### src/rtl/core/hbcd_pkg.sv
// Shared types, codes and helpers of the HTTP body chunk decoder.
package hbcd_pkg;

  localparam int unsigned CfgAddrW = 2;
  localparam int unsigned CfgDataW = 32;
  localparam int unsigned CountW   = 32;

  localparam logic [7:0] ChCr = 8'h0D;
  localparam logic [7:0] ChLf = 8'h0A;

  typedef enum logic [CfgAddrW-1:0] {
    CFG_CHUNKED_MODE   = 2'd0,
    CFG_CONTENT_LENGTH = 2'd1,
    CFG_MAX_BODY       = 2'd2
  } cfg_idx_t;

  typedef enum logic [1:0] {
    ST_BUSY  = 2'd0,
    ST_DONE  = 2'd1,
    ST_BAD   = 2'd2,
    ST_LARGE = 2'd3
  } status_t;

  typedef enum logic [6:0] {
    PH_SIZE     = 7'b0000001,
    PH_SIZE_LF  = 7'b0000010,
    PH_DATA     = 7'b0000100,
    PH_DATA_CR  = 7'b0001000,
    PH_DATA_LF  = 7'b0010000,
    PH_FINAL_CR = 7'b0100000,
    PH_FINAL_LF = 7'b1000000
  } phase_t;

  typedef struct packed {
    logic                chunked_mode;
    logic [CountW-1:0]   content_length;
    logic [CountW-1:0]   max_body;
  } cfg_t;

  typedef struct packed {
    phase_t              phase;
    logic [CountW-1:0]   body_count;
    logic                digit_seen;
    status_t             status;
  } ctl_state_t;

  typedef struct packed {
    logic [7:0] payload_byte;
    logic       payload_valid;
    status_t    status;
  } result_t;

  // Bit 4 flags a hex digit, bits 3:0 carry its value.
  function automatic logic [4:0] hex_decode(input logic [7:0] c);
    logic [4:0] r;
    r = 5'd0;
    if (c >= 8'h30 && c <= 8'h39) begin
      r = {1'b1, 4'(c - 8'h30)};
    end else if (c >= 8'h61 && c <= 8'h66) begin
      r = {1'b1, 4'(c - 8'h57)};
    end else if (c >= 8'h41 && c <= 8'h46) begin
      r = {1'b1, 4'(c - 8'h37)};
    end
    return r;
  endfunction

endpackage

### src/rtl/core/hbcd_in_if.sv
// Input channel of the decoder: one raw body byte per item.
interface hbcd_in_if;
  logic       valid;
  logic       ready;
  logic [7:0] data_byte;

  modport source (output valid, output data_byte, input ready);
  modport sink (input valid, input data_byte, output ready);
endinterface

### src/rtl/core/hbcd_out_if.sv
// Result channel of the decoder: payload byte, its flag and the status.
interface hbcd_out_if;
  logic       valid;
  logic       ready;
  logic [7:0] payload_byte;
  logic       payload_valid;
  logic [1:0] status;

  modport source (output valid, output payload_byte, output payload_valid,
                  output status, input ready);
  modport sink (input valid, input payload_byte, input payload_valid,
                input status, output ready);
endinterface

### src/rtl/core/hbcd_step.sv
// Next-state and result logic for one body byte.
module hbcd_step #(
  parameter int unsigned SIZE_BITS = 32
) (
  input  hbcd_pkg::cfg_t       cfg,
  input  hbcd_pkg::ctl_state_t cur,
  input  logic [SIZE_BITS-1:0] chunk_left,
  input  logic [7:0]           data_byte,
  output hbcd_pkg::ctl_state_t nxt,
  output logic [SIZE_BITS-1:0] chunk_left_nxt,
  output hbcd_pkg::result_t    res
);
  import hbcd_pkg::*;

  logic [4:0] hex;
  logic       pass;

  always_comb begin
    hex            = hex_decode(data_byte);
    nxt            = cur;
    chunk_left_nxt = chunk_left;
    pass           = 1'b0;
    if (cur.status == ST_BUSY) begin
      if (!cfg.chunked_mode) begin
        if (cfg.max_body != '0 && cfg.content_length > cfg.max_body) begin
          nxt.status = ST_LARGE;
        end else if (cur.body_count < cfg.content_length) begin
          pass           = 1'b1;
          nxt.body_count = cur.body_count + 1'b1;
          if (nxt.body_count == cfg.content_length) begin
            nxt.status = ST_DONE;
          end
        end else begin
          nxt.status = ST_DONE;
        end
      end else begin
        case (cur.phase)
          PH_SIZE: begin
            if (data_byte == ChCr) begin
              if (!cur.digit_seen) nxt.status = ST_BAD;
              else nxt.phase = PH_SIZE_LF;
            end else if (!hex[4]) begin
              nxt.status = ST_BAD;
            end else if (chunk_left[SIZE_BITS-1 -: 4] != 4'd0) begin
              nxt.status = ST_LARGE;
            end else begin
              chunk_left_nxt = {chunk_left[SIZE_BITS-5:0], hex[3:0]};
              nxt.digit_seen = 1'b1;
            end
          end
          PH_SIZE_LF: begin
            if (data_byte != ChLf) nxt.status = ST_BAD;
            else if (chunk_left == '0) nxt.phase = PH_FINAL_CR;
            else nxt.phase = PH_DATA;
          end
          PH_DATA: begin
            if (cfg.max_body != '0 && cur.body_count >= cfg.max_body) begin
              nxt.status = ST_LARGE;
            end else begin
              pass = 1'b1;
              if (cur.body_count != '1) nxt.body_count = cur.body_count + 1'b1;
              chunk_left_nxt = chunk_left - 1'b1;
              if (chunk_left_nxt == '0) nxt.phase = PH_DATA_CR;
            end
          end
          PH_DATA_CR: begin
            if (data_byte != ChCr) nxt.status = ST_BAD;
            else nxt.phase = PH_DATA_LF;
          end
          PH_DATA_LF: begin
            if (data_byte != ChLf) begin
              nxt.status = ST_BAD;
            end else begin
              nxt.phase      = PH_SIZE;
              chunk_left_nxt = '0;
              nxt.digit_seen = 1'b0;
            end
          end
          PH_FINAL_CR: begin
            if (data_byte != ChCr) nxt.status = ST_BAD;
            else nxt.phase = PH_FINAL_LF;
          end
          PH_FINAL_LF: begin
            nxt.status = (data_byte == ChLf) ? ST_DONE : ST_BAD;
          end
          default: begin
            nxt.status = ST_BAD;
          end
        endcase
      end
    end
    res.payload_byte  = pass ? data_byte : 8'd0;
    res.payload_valid = pass;
    res.status        = nxt.status;
  end

endmodule

### src/rtl/core/hbcd_out_buf.sv
// Result register with a skid entry, so the input side keeps going under a stall.
module hbcd_out_buf (
  input  logic               clk,
  input  logic               rst_n,
  input  logic               push,
  input  hbcd_pkg::result_t  push_data,
  output logic               can_push,
  hbcd_out_if.source         out_ch
);
  import hbcd_pkg::*;

  logic    o_valid_r, o_valid_nxt;
  logic    s_valid_r, s_valid_nxt;
  result_t o_data_r, o_data_nxt;
  result_t s_data_r, s_data_nxt;

  assign can_push = !s_valid_r;

  always_comb begin
    o_valid_nxt = o_valid_r;
    o_data_nxt  = o_data_r;
    s_valid_nxt = s_valid_r;
    s_data_nxt  = s_data_r;
    if (!o_valid_r || out_ch.ready) begin
      if (s_valid_r) begin
        // drain the skid entry first; no push can arrive while it is full
        o_valid_nxt = 1'b1;
        o_data_nxt  = s_data_r;
        s_valid_nxt = 1'b0;
      end else begin
        o_valid_nxt = push;
        o_data_nxt  = push_data;
      end
    end else if (push) begin
      s_valid_nxt = 1'b1;
      s_data_nxt  = push_data;
    end
  end

  always_ff @(posedge clk) begin
    if (!rst_n) begin
      o_valid_r <= 1'b0;
      s_valid_r <= 1'b0;
    end else begin
      o_valid_r <= o_valid_nxt;
      s_valid_r <= s_valid_nxt;
    end
    o_data_r <= o_data_nxt;
    s_data_r <= s_data_nxt;
  end

  assign out_ch.valid         = o_valid_r;
  assign out_ch.payload_byte  = o_data_r.payload_byte;
  assign out_ch.payload_valid = o_data_r.payload_valid;
  assign out_ch.status        = o_data_r.status;

endmodule

### src/rtl/core/http_body_chunk_decoder.sv
// Top level of the HTTP body decoder: fixed-length and chunked body framing.
//
//   channel  | dir | payload                                  | handshake
//   ---------+-----+------------------------------------------+-------------
//   in_ch    | in  | data_byte[7:0]                           | valid/ready
//   out_ch   | out | payload_byte[7:0], payload_valid, status | valid/ready
//   cfg_*    | in  | cfg_addr[1:0], cfg_wdata[31:0]           | cfg_we only
//
// One byte is taken per cycle while in_ch.ready is high; its result is
// registered. The byte's state update is a single pass through hbcd_step.
// Reset (rst_n low at a clock edge) clears the framing state, the status
// and the configuration registers. A stalled result goes into a skid entry,
// so one more byte is taken under a stall; then in_ch.ready drops until the
// skid entry drains.
module http_body_chunk_decoder #(
  parameter int unsigned SIZE_BITS = 32
) (
  input  logic                          clk,
  input  logic                          rst_n,
  input  logic                          cfg_we,
  input  logic [hbcd_pkg::CfgAddrW-1:0] cfg_addr,
  input  logic [hbcd_pkg::CfgDataW-1:0] cfg_wdata,
  hbcd_in_if.sink                       in_ch,
  hbcd_out_if.source                    out_ch
);
  import hbcd_pkg::*;

  cfg_t                 cfg_r;
  ctl_state_t           st_r, st_nxt;
  logic [SIZE_BITS-1:0] chunk_left_r, chunk_left_nxt;
  result_t              res;
  logic                 can_push;
  logic                 accept;

  assign in_ch.ready = can_push;
  assign accept      = in_ch.valid && can_push;

  // Configuration: take a write at once; unknown indexes are dropped.
  always_ff @(posedge clk) begin
    if (!rst_n) begin
      cfg_r <= '0;
    end else if (cfg_we) begin
      case (cfg_idx_t'(cfg_addr))
        CFG_CHUNKED_MODE:   cfg_r.chunked_mode   <= cfg_wdata[0];
        CFG_CONTENT_LENGTH: cfg_r.content_length <= cfg_wdata[CountW-1:0];
        CFG_MAX_BODY:       cfg_r.max_body       <= cfg_wdata[CountW-1:0];
        default: ;
      endcase
    end
  end

  hbcd_step #(
    .SIZE_BITS (SIZE_BITS)
  ) u_step (
    .cfg            (cfg_r),
    .cur            (st_r),
    .chunk_left     (chunk_left_r),
    .data_byte      (in_ch.data_byte),
    .nxt            (st_nxt),
    .chunk_left_nxt (chunk_left_nxt),
    .res            (res)
  );

  // Framing state: advance only on an accepted item.
  always_ff @(posedge clk) begin
    if (!rst_n) begin
      st_r.phase      <= PH_SIZE;
      st_r.body_count <= '0;
      st_r.digit_seen <= 1'b0;
      st_r.status     <= ST_BUSY;
      chunk_left_r    <= '0;
    end else if (accept) begin
      st_r         <= st_nxt;
      chunk_left_r <= chunk_left_nxt;
    end
  end

  hbcd_out_buf u_out (
    .clk       (clk),
    .rst_n     (rst_n),
    .push      (accept),
    .push_data (res),
    .can_push  (can_push),
    .out_ch    (out_ch)
  );

endmodule
### src/flat_wrapper.sv
// flat-port wrapper written by rule: the top's interface ports become plain ports
module http_body_chunk_decoder_flat import hbcd_pkg::*;
#(
  parameter int unsigned SIZE_BITS = 32
)
  (clk, rst_n, cfg_we, cfg_addr, cfg_wdata, in_ch_valid, in_ch_data_byte, in_ch_ready, out_ch_valid, out_ch_payload_byte, out_ch_payload_valid, out_ch_status, out_ch_ready);
  hbcd_in_if in_ch_i ();
  hbcd_out_if out_ch_i ();
  input  logic clk;
  input  logic rst_n;
  input  logic cfg_we;
  input  logic [hbcd_pkg::CfgAddrW-1:0] cfg_addr;
  input  logic [hbcd_pkg::CfgDataW-1:0] cfg_wdata;
  input wire logic [$bits(in_ch_i.valid)-1:0] in_ch_valid;
  input wire logic [$bits(in_ch_i.data_byte)-1:0] in_ch_data_byte;
  output wire logic [$bits(in_ch_i.ready)-1:0] in_ch_ready;
  output wire logic [$bits(out_ch_i.valid)-1:0] out_ch_valid;
  output wire logic [$bits(out_ch_i.payload_byte)-1:0] out_ch_payload_byte;
  output wire logic [$bits(out_ch_i.payload_valid)-1:0] out_ch_payload_valid;
  output wire logic [$bits(out_ch_i.status)-1:0] out_ch_status;
  input wire logic [$bits(out_ch_i.ready)-1:0] out_ch_ready;
  assign in_ch_i.valid = in_ch_valid;
  assign in_ch_i.data_byte = in_ch_data_byte;
  assign in_ch_ready = in_ch_i.ready;
  assign out_ch_valid = out_ch_i.valid;
  assign out_ch_payload_byte = out_ch_i.payload_byte;
  assign out_ch_payload_valid = out_ch_i.payload_valid;
  assign out_ch_status = out_ch_i.status;
  assign out_ch_i.ready = out_ch_ready;
  http_body_chunk_decoder #(.SIZE_BITS(SIZE_BITS)) u_core (.clk(clk), .rst_n(rst_n), .cfg_we(cfg_we), .cfg_addr(cfg_addr), .cfg_wdata(cfg_wdata), .in_ch(in_ch_i), .out_ch(out_ch_i));
endmodule
### config.mk
export PLATFORM = sky130hd
export DESIGN_NAME = http_body_chunk_decoder_flat
export DESIGN_NICKNAME = d
export VERILOG_FILES = /design/src/rtl/core/hbcd_pkg.sv /design/src/rtl/core/hbcd_in_if.sv /design/src/rtl/core/hbcd_out_if.sv /design/src/rtl/core/hbcd_step.sv /design/src/rtl/core/hbcd_out_buf.sv /design/src/rtl/core/http_body_chunk_decoder.sv /design/src/flat_wrapper.sv
export SDC_FILE = /design/constraint.sdc
export NUM_CORES = 1
export LEC_CHECK = 0
export BUFFER_PORTS_ARGS = -buffer_cell sky130_fd_sc_hd__buf_2
export CAP_MARGIN = 20
export CORE_MARGIN = 10
export CORE_UTILIZATION = 25
export CTS_CLUSTER_DIAMETER = 100
export DETAILED_ROUTE_END_ITERATION = 10
export SYNTH_ARGS = -nofsm -noshare
export SYNTH_HDL_FRONTEND = slang
export SYNTH_SLANG_ARGS = --single-unit
### constraint.sdc
create_clock -name clk -period 3 [get_ports clk]
set_clock_uncertainty 0.15 [all_clocks]
set_input_delay 0.6 -clock clk [delete_from_list [all_inputs] [get_ports clk]]
set_output_delay 0.6 -clock clk [all_outputs]
set_load 0.03 [all_outputs]
After elaboration in Yosys (flattened, before gate mapping). Cells that the tools add are included. Widths: inputs -> output; s select.

Output and inout bits: 13. Register bits after elaboration: 163. Word-level logic and storage cells: 144.

Reductions and logical operators: 30. Bitwise gates (word level): 2. Multiplexer cells: 52. Equal/unequal tests: 30. Add/sub/neg operators: 5. $lt $le $gt $ge: 9.

Operators with widths (number): $mux 32 (10); $pmux 32 s3 (1); $logic_not 32->1 (2); $mux 7 (7); $pmux 7 s6 (1); $mux 39 (1); $add 32x1->32 const B (1); $eq 32x32->1 (1); $ge 32x32->1 (1); $gt 32x32->1 (1); $lt 32x32->1 (1); $ne 32x32->1 const B (1); $reduce_bool 32->1 (1); $sub 32x1->32 const B (1); $mux 2 (13); $ne 2x2->1 const B (13); $eq 8x4->1 const B (2); $ge 8x7->1 const B (2); $le 8x7->1 const B (2); $ne 8x4->1 const B (2); $mux 5 (3); $reduce_and 12->1 (1); $mux 1 (11); $mux 11 (1); other kinds (32) (48).

Longest topological paths before layout.
Depth after elaboration: 11. Depth in mapped cells: 13.

Hierarchy. From an unflattened synthesis, not the netlist that was laid out.

Cells, all modules: 1619. Area total of the unflattened synthesis: 13082.5 um2.

Modules (own cells, without submodules): hbcd_step (area an instance 6522.5 um2, cells an instance 990, instances 1, sequential area each 0.0 um2); http_body_chunk_decoder (area an instance 5680.4 um2, cells an instance 586, instances 1, sequential area each 2782.7 um2); hbcd_out_buf (area an instance 879.6 um2, cells an instance 43, instances 1, sequential area each 700.7 um2).

Worst setup path after synthesis. OpenSTA, ideal clock, no wires.

Kind: flip-flop to flip-flop. Start point: register u_core.cfg_r[10] in the netlist's numbering. End point: register u_core.u_out.o_data_r, in the netlist u_core.u_out.out_ch.payload_valid, data pin. Stages on the path, launching flop included: 13. Arrival time: 2.823 ns. Path buffers: 3. Setup slack: -0.242 ns. Period minus slack after synthesis: 3.242 ns. Cells stage by stage: dfxtp_1 -> inv_1 -> ha_1 -> nand4_1 -> or3_1 -> nor4_1 -> o31ai_1 -> a41oi_1 -> a2bb2oi_1 -> buf_2 -> buf_2 -> buf_1 -> o21ai_0.

Word-level cells in the longest chain between the ends: 7. Elaborated cells between the ends (all ways): 11. Classes of those cells: order compare (2); mux (6); reduce/logical (3).

Ends and longest elaborated chain: start: declaration (RTL line http_body_chunk_decoder.sv:28) `cfg_t cfg_r;`; $ge 32x32->1 / $reduce_bool 32->1 (equally long branches) (RTL line hbcd_step.sv:57, hbcd_step.sv:25); $logic_and 1x1->1 (RTL line hbcd_step.sv:57) `if (cfg.max_body != '0 && cur.body_count >= cfg.max_body) begin`; $mux 1 (RTL line hbcd_step.sv:57); $mux 1 (RTL line hbcd_step.sv:37) `case (cur.phase)`; $mux 1 (*) (RTL line hbcd_step.sv:24) `if (!cfg.chunked_mode) begin`; $mux 1 (*) (RTL line hbcd_step.sv:23) `if (cur.status == ST_BUSY) begin`; $mux 11 (*) (RTL line hbcd_out_buf.sv:25) `if (s_valid_r) begin`; end signal: assignment (RTL line hbcd_out_buf.sv:48) `o_data_r <= o_data_nxt;`; end: declaration (RTL line hbcd_out_buf.sv:14) `result_t o_data_r, o_data_nxt;`.

Every way passes the cells marked *; elsewhere a longest branch is shown, timed or not. A chain may end at the register's enable or synchronous reset.

Worst setup path in the final report.
Start point: register u_core.chunk_left_r[1]. End point: register u_core.st_r[39] in the netlist's numbering.

Word-level cells in the longest chain between the ends: 4.

Ends and longest elaborated chain: start: declaration (RTL line http_body_chunk_decoder.sv:30) `logic [SIZE_BITS-1:0] chunk_left_r, chunk_left_nxt;`; start signal: assignment (RTL line http_body_chunk_decoder.sv:74) `chunk_left_r <= chunk_left_nxt;`; $sub 32x1->32 (RTL line hbcd_step.sv:62) `chunk_left_nxt = chunk_left - 1'b1;`; $logic_not 32->1 (RTL line hbcd_step.sv:63) `if (chunk_left_nxt == '0) nxt.phase = PH_DATA_CR;`; $ne 2x2->1 (no line); $reduce_and 12->1 (no line); end signal: assignment (RTL line http_body_chunk_decoder.sv:73) `st_r <= st_nxt;`; end: declaration (RTL line http_body_chunk_decoder.sv:29) `ctl_state_t st_r, st_nxt;`.

Every way passes these cells.

==> metrics.txt <==
share of the synthesized area in the top cell type 24.2%; Worst setup EP type flop; Core ar. 46,400 um^2; Slew Viols, Final 0; Main synth FF type dfxtp_1; Post-Route WL 41,800 um; Inserted Diodes 0; pwr/cell area 369 nW/um^2; Register Area 3570 um^2; Area Overhead vs Synth 50.4%; Max-Cap Viols 0; arrival time of the worst setup path 3.40 ns; die height 236 um; Chip Width 236 um; Seq cells post-synth 163; Max stage delay cell, worst path or4_4; Setup crit start kind flop; GR Overflow Total 0; dpl ws -0.528 ns; Max transition margin 57.4%; TritonCTS Buffers 17; number of synthesis warnings 0; Syn Area/Cell 7.96 um^2; post-synthesis sequential area ratio 29.8%; Ports 60; Final Cycle Share 105%; ys async rst share 0%; Critical Path RT 3.26 ns; share of cells above drive strength 1 38.9%; pin count of the biggest net entering global routing 51; Multi-input gate area 8990 um^2; vias in the first global route 12,192; PortBufs 59; Setup Crit Path Kind reg2reg; total track usage 13.9%; syn nets 1,616; # setup viols final 72; Final ANT Viol Nets 0; TritonCTS clock tree built; Peak VDD IR 0.000349 V; Post-Syn Instances 1,466; worst-path fanout max 4; die area 55,700 um^2; Clk pin slew, worst setup/hold paths 0.08 ns; root buf cell clkbuf_16; crit-path max cell delay 0.58 ns; Max Clk Rate 0.319 GHz; drt pass-1 iters 5; CP cell instances or4_4, nor4b_2, o211ai_1, a211oi_1, o2111ai_2, nor4_4, buf_4, a21oi_4, or4b_4, o21ai_2; area leader, netlist dfxtp_1; min Tclk post-route 3.14 ns; Routed WL per cell 17.2 um; Row Count 79; LEAKAGE 7.33 nW; number of synthesized flops with an enable pin 22; gpl congestion 0.943; post-route setup slack -0.139 ns; first-pass GRT wire length 63,900 um; RSZ-0062 raised after global routing true; initial core utilization 25.2%; Area contributors post-synth dfxtp_1 24%, ha_1 11%, nand2_1 7.5%; Hold Path Class in2reg; vias per inst 5.12; Layout fillers 4,564; clock latency on the worst-skew pair 0.47 ns; maximum clock path buffer count 2; Post-Syn Area 11,700 um^2; failing checks negative setup slack; final hold violations 0; TNS Setup -3.62 ns; initial antenna violation count 0; outcome finished with violations; count of different cell masters after synthesis 82; Worst Tran Pin Value 0.633 ns; Final nets 1,961; # DRC 0; Final HPWL DP 28,900 um; CTS sink cnt 163; Vias 12,453; 1st-iter DRT viols 1,105; CTS Hold Bufs 0; # H-tree levels 4
metal layers:
layer | vias up | GRT usage (%) | part of all wire [%]
li1 | 5973 | - | -
met1 | 5980 | 18.3 | 46
met2 | 403 | 22.3 | 46
met3 | 97 | 2.43 | 5.1
met4 | 0 | 4.74 | 2.7
met5 | - | 0 | 0
cell type report:
cell class              count  share of cell area, %
repair buffers            415                   18.8
inverters                  86                   1.87
well taps                 607                   4.33
flip-flops and latches    163                   20.4
clock buffers              17                   2.42
multi-input cells        1128                   51.2
clock inverters            15                  0.976
metrics by stage:
step / total power [mW] / util [%] / instances / hold slack [ns] / area, um^2
6_report: 6.48 / 37.9 / 2431 / 0.229 / 17600
4_1_cts: 6.25 / 35.5 / 2406 / 0.226 / 16400
5_1_grt: 6.72 / 37.9 / 2431 / 0.226 / 17600
3_5_place_dp: 3.70 / 32.0 / 2354 / 0.345 / 14800
3_3_place_gp: 3.68 / 32.0 / 2354 / 0.333 / 14800
2_1_floorplan: 3.11 / - / 1466 / 0.306 / 11700
critical path, delay by kind of cell, from the launching register on:
family                 cells  cell delay [ns]
AND/OR/NAND/NOR            4             1.54
AO/OA/AOI/OAI              5             0.84
flip-flops                 1             0.37
buffers and inverters      1             0.18
synthesized netlist by cell type, drive strengths merged (23+ instances only):
cell	count
nor2b	26
a21oi	60
buf	24
inv	86
a21boi	74
nor3	47
nand2	234
nor4	40
dfxtp	141
and2	23
nand4	39
nand3	44
xor2	39
ha	103
clkbuf	65
o21ai	53
xnor2	34
nor2	71
placed cells by master, fill, tap and decap left out, drive strengths merged, types with 44 or more instances in the layout:
master  netlist  layout
buf          24     411
a21oi        60      60
o21ai        53      53
a21boi       74      74
nand3        44      44
inv          86      94
dfxtp       141     141
ha          103     103
nor2         71      71
nand2       234     234
nor3         47      47
final timing paths:
check                          from  cells past startpoint               end  slack (ns)
min reg2reg         u_core.cfg_r[4]                      2   u_core.cfg_r[4]        0.35
max reg2reg  u_core.chunk_left_r[1]                     10   u_core.st_r[39]       -0.14
min                   cfg_wdata[30]                      3  u_core.cfg_r[30]        0.23
max          u_core.chunk_left_r[1]                     10   u_core.st_r[39]       -0.14
power breakdown:
group / total (mW) / switching (mW) / internal, mW / leakage (nW)
sequential: 2.39 / 0.0605 / 2.33 / 1.39
clock: 2.33 / 1.08 / 1.25 / 0.291
combinational: 1.76 / 0.961 / 0.802 / 5.65
cell families (layout without fill, tap and decap cells):
| family | count (synthesis) | count (layout) | synth area share [%] |
|---|---|---|---|
| AOI/OAI and AO/OA | 337 | 337 | 20.5 |
| muxes | 11 | 11 | 0.954 |
| and+or+nand+nor | 604 | 604 | 26.3 |
| buffers and inverters | 175 | 533 | 5.90 |
| adders and majority gates | 103 | 103 | 11.0 |
| xor gates and xnor gates | 73 | 73 | 5.48 |
| DFF | 163 | 163 | 29.8 |
state kept, by name (all words and copies together) (netlist names):
name,count
u_core.st_r,42
u_core.u_out.s_data_r,11
u_core.u_out.out_ch.valid,1
u_core.chunk_left_r,32
u_core.cfg_r,65
u_core.u_out.out_ch.payload_valid,1
u_core.u_out.out_ch.status,2
u_core.u_out.s_valid_r,1
u_core.u_out.out_ch.payload_byte,8
repair_timing:
action,CTS,global route
setup buffers,18,26
pin swaps,46,76
setup endpoints to repair,94,93
cloned,3,5
gates resized for setup,190,184
No activity file was read; power rests on OpenSTA's default activity.
